<file path="src/rtl/ich_pkg.sv">
package ich_pkg;

   localparam int BYTE_BITS = 8;
   localparam int MODE_BITS = 2;
   localparam int WORD_BITS = 16;
   localparam int SUM_BITS  = 32;

   // mode codes, read on the last beat only
   localparam logic [MODE_BITS-1:0] MODE_PLAIN     = 2'd0;
   localparam logic [MODE_BITS-1:0] MODE_UDP       = 2'd1;
   localparam logic [MODE_BITS-1:0] MODE_TCP       = 2'd2;
   localparam logic [MODE_BITS-1:0] MODE_PLAIN_ALT = 2'd3;

   localparam logic [SUM_BITS-1:0] PROTO_UDP      = 32'd17;
   localparam logic [SUM_BITS-1:0] PROTO_TCP      = 32'd6;
   localparam logic [SUM_BITS-1:0] PSEUDO_LEN_ADJ = 32'd8;

   // protocol number and length adjust merged into one offset (wraps mod 2^32)
   localparam logic [SUM_BITS-1:0] UDP_OFFSET = PROTO_UDP - PSEUDO_LEN_ADJ;
   localparam logic [SUM_BITS-1:0] TCP_OFFSET = PROTO_TCP - PSEUDO_LEN_ADJ;

   typedef logic [SUM_BITS-1:0]  sum_type;
   typedef logic [WORD_BITS-1:0] word_type;

endpackage

</file>
<file path="src/rtl/ich_req_if.sv">
interface ich_req_if;
   logic                         valid;
   logic                         ready;
   logic [ich_pkg::BYTE_BITS-1:0] data_byte;
   logic                         last;
   logic [ich_pkg::MODE_BITS-1:0] mode;

   modport source (output valid, output data_byte, output last, output mode, input ready);
   modport sink   (input valid, input data_byte, input last, input mode, output ready);
endinterface

</file>
<file path="src/rtl/ich_rsp_if.sv">
interface ich_rsp_if;
   logic                          valid;
   logic                          ready;
   logic [ich_pkg::WORD_BITS-1:0] checksum_value;

   modport source (output valid, output checksum_value, input ready);
   modport sink   (input valid, input checksum_value, output ready);
endinterface

</file>
<file path="src/rtl/internet_checksum_pseudo_header.sv">
// internet checksum with optional udp/tcp pseudo-header terms
//
// req_if: one byte of the checksummed region per beat, with last and mode.
//    bytes pair big-endian into 16-bit words; an odd final byte is the high
//    byte of a word. mode is looked at only on the last beat.
// rsp_if: one checksum_value beat for every last beat, nothing otherwise.
//
// throughput: one byte per cycle, back to back, while no last beat is held up by
//    the later stages; set by the single 32-bit accumulate in the input stage.
// path: a last beat accepted on req_if passes the input stage, the sum stage and
//    the result register in turn before its checksum shows on rsp_if.
//
// reset (synchronous, active high) empties all stages and clears the running
//    sum, byte count and pending high byte.
// when the receiver stalls, the result register holds and the sum stage keeps
//    one more finished sum; non-last bytes still flow into the accumulator.
//    only a last beat that finds both later stages full stops req_if.ready.
module internet_checksum_pseudo_header #(
   parameter int COUNT_BITS = 16
) (
   input logic        clock,
   input logic        reset,
   ich_req_if.sink    req_if,
   ich_rsp_if.source  rsp_if
);

   localparam int PAD_BITS = ich_pkg::SUM_BITS - COUNT_BITS;

   // input stage
   logic                          in_valid_ff, in_valid_in;
   logic [ich_pkg::BYTE_BITS-1:0] in_byte_ff;
   logic                          in_last_ff;
   logic [ich_pkg::MODE_BITS-1:0] in_mode_ff;

   // accumulator state
   ich_pkg::sum_type              sum_ff, sum_in;
   logic [COUNT_BITS-1:0]         count_ff, count_in;
   logic [ich_pkg::BYTE_BITS-1:0] hold_ff, hold_in;
   logic                          hold_valid_ff, hold_valid_in;

   // sum stage
   logic                          fin_valid_ff, fin_valid_in;
   ich_pkg::sum_type              fin_sum_ff;

   // result register
   logic                          rsp_valid_ff, rsp_valid_in;
   ich_pkg::word_type             rsp_value_ff;

   logic                          out_free;
   logic                          fin_free;
   logic                          in_advance;
   logic                          req_take;
   logic [COUNT_BITS-1:0]         count_next;
   ich_pkg::word_type             word;
   ich_pkg::sum_type              pseudo_term;
   ich_pkg::sum_type              final_sum;
   logic [ich_pkg::WORD_BITS:0]   fold_one;
   ich_pkg::word_type             fold_two;

   // handshake chain, back to front
   assign out_free   = !rsp_valid_ff || rsp_if.ready;
   assign fin_free   = !fin_valid_ff || out_free;
   assign in_advance = in_valid_ff && (!in_last_ff || fin_free);
   assign req_if.ready = !in_valid_ff || in_advance;
   assign req_take   = req_if.valid && req_if.ready;

   assign count_next = count_ff + 1'b1;

   // a pending high byte pairs with this one; otherwise this byte is the high half
   assign word = hold_valid_ff ? {hold_ff, in_byte_ff} : {in_byte_ff, 8'h00};

   always_comb begin
      case (in_mode_ff)
         ich_pkg::MODE_UDP: begin
            pseudo_term = {{PAD_BITS{1'b0}}, count_next} + ich_pkg::UDP_OFFSET;
         end
         ich_pkg::MODE_TCP: begin
            pseudo_term = {{PAD_BITS{1'b0}}, count_next} + ich_pkg::TCP_OFFSET;
         end
         ich_pkg::MODE_PLAIN, ich_pkg::MODE_PLAIN_ALT: begin
            pseudo_term = '0;
         end
         default: begin
            pseudo_term = '0;
         end
      endcase
   end

   // on the last byte the word (paired or odd) always goes into the total
   assign final_sum = sum_ff + {16'h0000, word} + pseudo_term;

   // accumulator update, cleared after a last byte
   always_comb begin
      sum_in        = sum_ff;
      count_in      = count_ff;
      hold_in       = hold_ff;
      hold_valid_in = hold_valid_ff;
      if (in_advance) begin
         if (in_last_ff) begin
            sum_in        = '0;
            count_in      = '0;
            hold_in       = '0;
            hold_valid_in = 1'b0;
         end else if (hold_valid_ff) begin
            sum_in        = sum_ff + {16'h0000, word};
            count_in      = count_next;
            hold_in       = '0;
            hold_valid_in = 1'b0;
         end else begin
            count_in      = count_next;
            hold_in       = in_byte_ff;
            hold_valid_in = 1'b1;
         end
      end
   end

   // two end-around folds bring any 32-bit sum into 16 bits
   assign fold_one = {1'b0, fin_sum_ff[15:0]} + {1'b0, fin_sum_ff[31:16]};
   assign fold_two = fold_one[15:0] + {15'h0000, fold_one[16]};

   assign in_valid_in  = req_take ? 1'b1 : (in_advance ? 1'b0 : in_valid_ff);
   assign fin_valid_in = (in_advance && in_last_ff) ? 1'b1 :
                         (out_free ? 1'b0 : fin_valid_ff);
   assign rsp_valid_in = out_free ? fin_valid_ff : 1'b1;

   always_ff @(posedge clock) begin
      if (reset) begin
         in_valid_ff   <= 1'b0;
         fin_valid_ff  <= 1'b0;
         rsp_valid_ff  <= 1'b0;
         sum_ff        <= '0;
         count_ff      <= '0;
         hold_ff       <= '0;
         hold_valid_ff <= 1'b0;
      end else begin
         in_valid_ff   <= in_valid_in;
         fin_valid_ff  <= fin_valid_in;
         rsp_valid_ff  <= rsp_valid_in;
         sum_ff        <= sum_in;
         count_ff      <= count_in;
         hold_ff       <= hold_in;
         hold_valid_ff <= hold_valid_in;
      end
   end

   // payload registers, no reset
   always_ff @(posedge clock) begin
      if (req_take) begin
         in_byte_ff <= req_if.data_byte;
         in_last_ff <= req_if.last;
         in_mode_ff <= req_if.mode;
      end
      if (in_advance && in_last_ff) begin
         fin_sum_ff <= final_sum;
      end
      if (out_free && fin_valid_ff) begin
         rsp_value_ff <= ~fold_two;
      end
   end

   assign rsp_if.valid          = rsp_valid_ff;
   assign rsp_if.checksum_value = rsp_value_ff;

endmodule

</file>
<file path="src/flat_wrapper.sv">
// flat-port wrapper written by rule: the top's interface ports become plain ports
module internet_checksum_pseudo_header_flat 
#(
   parameter int COUNT_BITS = 16
)
  (clock, reset, req_if_valid, req_if_data_byte, req_if_last, req_if_mode, req_if_ready, rsp_if_valid, rsp_if_checksum_value, rsp_if_ready);
  ich_req_if req_if_i ();
  ich_rsp_if rsp_if_i ();
  input logic clock;
  input logic reset;
  input wire logic [$bits(req_if_i.valid)-1:0] req_if_valid;
  input wire logic [$bits(req_if_i.data_byte)-1:0] req_if_data_byte;
  input wire logic [$bits(req_if_i.last)-1:0] req_if_last;
  input wire logic [$bits(req_if_i.mode)-1:0] req_if_mode;
  output wire logic [$bits(req_if_i.ready)-1:0] req_if_ready;
  output wire logic [$bits(rsp_if_i.valid)-1:0] rsp_if_valid;
  output wire logic [$bits(rsp_if_i.checksum_value)-1:0] rsp_if_checksum_value;
  input wire logic [$bits(rsp_if_i.ready)-1:0] rsp_if_ready;
  assign req_if_i.valid = req_if_valid;
  assign req_if_i.data_byte = req_if_data_byte;
  assign req_if_i.last = req_if_last;
  assign req_if_i.mode = req_if_mode;
  assign req_if_ready = req_if_i.ready;
  assign rsp_if_valid = rsp_if_i.valid;
  assign rsp_if_checksum_value = rsp_if_i.checksum_value;
  assign rsp_if_i.ready = rsp_if_ready;
  internet_checksum_pseudo_header #(.COUNT_BITS(COUNT_BITS)) u_core (.clock(clock), .reset(reset), .req_if(req_if_i), .rsp_if(rsp_if_i));
endmodule
</file>
<file path="config.mk">
export PLATFORM = sky130hd
export DESIGN_NAME = internet_checksum_pseudo_header_flat
export DESIGN_NICKNAME = d
export VERILOG_FILES = /design/src/rtl/ich_pkg.sv /design/src/rtl/ich_req_if.sv /design/src/rtl/ich_rsp_if.sv /design/src/rtl/internet_checksum_pseudo_header.sv /design/src/flat_wrapper.sv
export SDC_FILE = /design/constraint.sdc
export NUM_CORES = 1
export LEC_CHECK = 0
export BUFFER_PORTS_ARGS = -buffer_cell sky130_fd_sc_hd__buf_2
export CAP_MARGIN = 20
export CELL_PAD_IN_SITES_DETAIL_PLACEMENT = 2
export CELL_PAD_IN_SITES_GLOBAL_PLACEMENT = 2
export CORE_MARGIN = 2
export CORE_UTILIZATION = 43
export DETAILED_ROUTE_END_ITERATION = 7
export GPL_TIMING_DRIVEN = 1
export PLACE_DENSITY_LB_ADDON = 0.08
export SYNTH_ARGS = -nofsm -noshare
export SYNTH_HDL_FRONTEND = slang
export SYNTH_SLANG_ARGS = --single-unit
export TNS_END_PERCENT = 5
</file>
<file path="constraint.sdc">
create_clock -name clock -period 10.1 [get_ports clock]
set_input_delay 0 -clock clock [delete_from_list [all_inputs] [get_ports clock]]
set_output_delay 0 -clock clock [all_outputs]
set_load 0.02 [all_outputs]
</file>
==> impl_metrics.toml <==
[final_layout]
area_growth_pct = 12.62
layout.nets = 1109
fin_cells = 1305
fill_cells = 2155
drive_gt1_share_pct = 9.372
regArea_um2 = 2973
diodes = 0
multi_input_area_um2 = 5572

[yosys]
synthArstFlopShare_pct = 0
yosys.area.top_type = "edfxtp_1"
ys_warn_count = 0
synth.cell_area_um2 = 8813
ys_ff_latch = 119
post_synth_num_cell_types = 68
yosys-top-cells-count = "nor2_1 (97), xnor2_1 (80), nand2_1 (73)"
synth_top_cell_area_share_pct = 20.10
syn_avg_cell_area_um2 = 8.930
synthCells = 987
yosysMostFrequentCell = "nor2_1"
synth_top_flop_cell = "dfxtp_1"
yosys-top-cells-area = "edfxtp_1 (20%), dfxtp_1 (14%), ha_1 (9.8%)"
seq_area_frac_synth_pct = 33.73
synth_fp_nets = 1074
synth_edf_count = 59

[placement]
gp_congestion = 0.8249
port_buffers = 32
placedCellCount = 1260
dp_hpwl_um = 20700

[global_route]
track_usage_pct = 27.43
grt_max_degree = 51
overflow = 0
antenna_found_initial = 0
grt_pass1_vias = 8439
grt_pass1_wl_um = 46930

[timing]
hold_viol_final = 0
slew_headroom_pct = 38.10
tightest_slew_ns = 0.9246
hold_slack_ns = 0.03785
maxSlewViolCount = 0
period_share_pct = 57.67
setup_tns_ns = 0
finClkSkew_ns = 0.01617
finalSetupViolations = 0
rsz0062_at_grt = "false"
max_freq_ghz = 0.1717
period_minus_slack_ns = 5.824

[cts]
cts_tree = "done"
cts_resized = 0
clk_pin_slew_worst_paths_ns = 0.07
h-tree-depth = 4
cts-root-buf = "clkbuf_16"
clock-sinks = 119
numCtsBuffers = 17
clockBufferDepth = 2
worstSkewPairLatency_ns = 0.44
cts_setup_buffers = 0

[routing]
routed.top_layer = "met4"
dr_wl_met2_um = 14560
vias = 7713
detail_route.wl_per_cell_um = 22.32
wl_met1_um = 13230
wl_um = 29130
wl_met3_um = 855
drtIter0Drc = 338
viasPerCell = 5.910
drc = 0
ant_nets = 0
drt_first_pass_iters = 5

[power]
power.leakage_nw = 4.026
vdd_ir_drop_max_uv = 109.0
p_per_area_nw_per_um2 = 143.0

[critical_path]
worst_ep_arrival_time_ns = 5.99
endpoint_kind = "flip-flop"
cp.required_ns = 10.26
worstPathMaxFanout = 21
startpoint_type = "flip-flop"
crit_type = "flip-flop to flip-flop"

[outcome]
outcome = "completed"

[floorplan]
core_area_um2 = 20170
dieArea_um2 = 21660
die_x_um = 147.2
rows = 52
start_util_pct = 43.70
chipHeight_um = 147.2
io_pins = 33

[hold_path]
hp-class = "input port to flip-flop"

[flow_run]
drv_cap = 0
[per-stage QoR]
| step | instance area [um^2] | utilization (%) | worst slack [ns] | power [mW] |
|---|---|---|---|---|
| 2_1_floorplan | 8813 | - | 5.179 | 0.7046 |
| 3_3_place_gp | 9196 | 45.60 | 4.810 | 0.7618 |
| 3_5_place_dp | 9196 | 45.60 | 4.488 | 0.7721 |
| 4_1_cts | 9918 | 49.17 | 4.292 | 1.426 |
| 5_1_grt | 9926 | 49.21 | 3.862 | 1.469 |
| 6_report | 9926 | 49.21 | 4.276 | 1.419 |
[path summary, 6_finish.rpt]
check,from,to,slack (ns),cells after the start
max,u_core.hold_valid_ff,u_core.fin_sum_ff[29],4.28,20
min,rsp_if_ready,u_core.in_valid_ff,0.04,4
max reg2reg,u_core.hold_valid_ff,u_core.fin_sum_ff[29],4.28,20
min reg2reg,u_core.sum_ff[11],u_core.sum_ff[11],0.49,1
[registers in the layout, indices dropped and copies added (netlist names), 2 cells and up]
| name | count |
|---|---|
| u_core.sum_ff | 32 |
| u_core.hold_ff | 8 |
| u_core.rsp_if.checksum_value | 16 |
| u_core.fin_sum_ff | 32 |
| u_core.in_mode_ff | 2 |
| u_core.in_byte_ff | 8 |
| u_core.count_ff | 16 |
[kinds of logic (layout without fill, tap and decap cells)]
| kind of cell | Yosys count | after routing | share of synthesized area [%] |
|---|---|---|---|
| compound gates | 268 | 268 | 19.61 |
| xor+xnor | 126 | 126 | 13.03 |
| fa+ha+maj | 72 | 72 | 10.48 |
| buf+inv | 64 | 112 | 3.081 |
| flops | 119 | 119 | 33.73 |
| mux | 9 | 9 | 1.150 |
| simple gates | 329 | 329 | 18.92 |
[report_power, final]
part           leakage (nW)  internal (mW)  switching [mW]
Clock                 0.293          0.391           0.255
Combinational          2.70         0.0862           0.146
Sequential             1.04          0.530          0.0111
Total                  4.03           1.01           0.412
[per-layer routing]
| metal | track usage (%) | vias up |
|---|---|---|
| met3 | 4.814 | 37 |
| met2 | 48.25 | 111 |
| met5 | 0 | - |
| met4 | 7.163 | 0 |
| li1 | - | 3691 |
| met1 | 34.83 | 3874 |
[what timing repair did]
action,in CTS,in global routing
hold buffers,12,0
endpoints found under the hold margin,12,0
endpoints found under the setup margin,0,0
[placed cells by master, fill, tap and decap left out, types with 10 or more instances in the layout]
| cell type | netlist | routed |
|---|---|---|
| nor2_1 | 97 | 96 |
| xnor2_1 | 80 | 80 |
| nand2_1 | 73 | 73 |
| ha_1 | 69 | 69 |
| a21oi_1 | 67 | 67 |
| dfxtp_1 | 60 | 60 |
| edfxtp_1 | 59 | 59 |
| o21ai_0 | 53 | 53 |
| xor2_1 | 43 | 43 |
| nand3_1 | 33 | 33 |
| buf_2 | 4 | 32 |
| inv_1 | 29 | 29 |
| a21o_1 | 28 | 28 |
| a22oi_1 | 27 | 27 |
| clkbuf_16 | 0 | 17 |
| and3_1 | 15 | 15 |
| nand4_1 | 14 | 14 |
| and2_1 | 14 | 14 |
| nor3_1 | 14 | 14 |
| nand2b_1 | 13 | 13 |
| o22ai_1 | 13 | 13 |
| a31oi_1 | 12 | 12 |
| dlygate4sd3_1 | 0 | 12 |
| or3_1 | 11 | 11 |
| nor2b_1 | 10 | 10 |
[worst max-delay path, stage by stage (launching register included)]
cell       delay (ns)
dfxtp_1          0.83
and2_1           0.25
ha_1             0.20
inv_1            0.06
fa_1             0.40
nor2b_1          0.13
o21a_1           0.16
o21a_1           0.16
o21ai_0          0.12
a21boi_0         0.28
nor2_1           0.11
ha_1             0.40
a2111oi_0        0.48
o21ai_0          0.29
a31oi_1          0.47
a2111o_1         0.22
o211ai_1         0.16
or2_2            0.33
a31o_2           0.28
nand4b_1         0.11
o211ai_1         0.11
[final cells by class]
cell class,count,area share (%)
Tap cell,270,3.404
Multi-Input combinational cell,804,56.13
Timing Repair Buffer,51,3.353
Inverter,29,1.097
Clock buffer,18,4.324
Clock inverter,14,1.740
Sequential cell,119,29.95
Note: power is estimated with default switching activity, not from simulation.
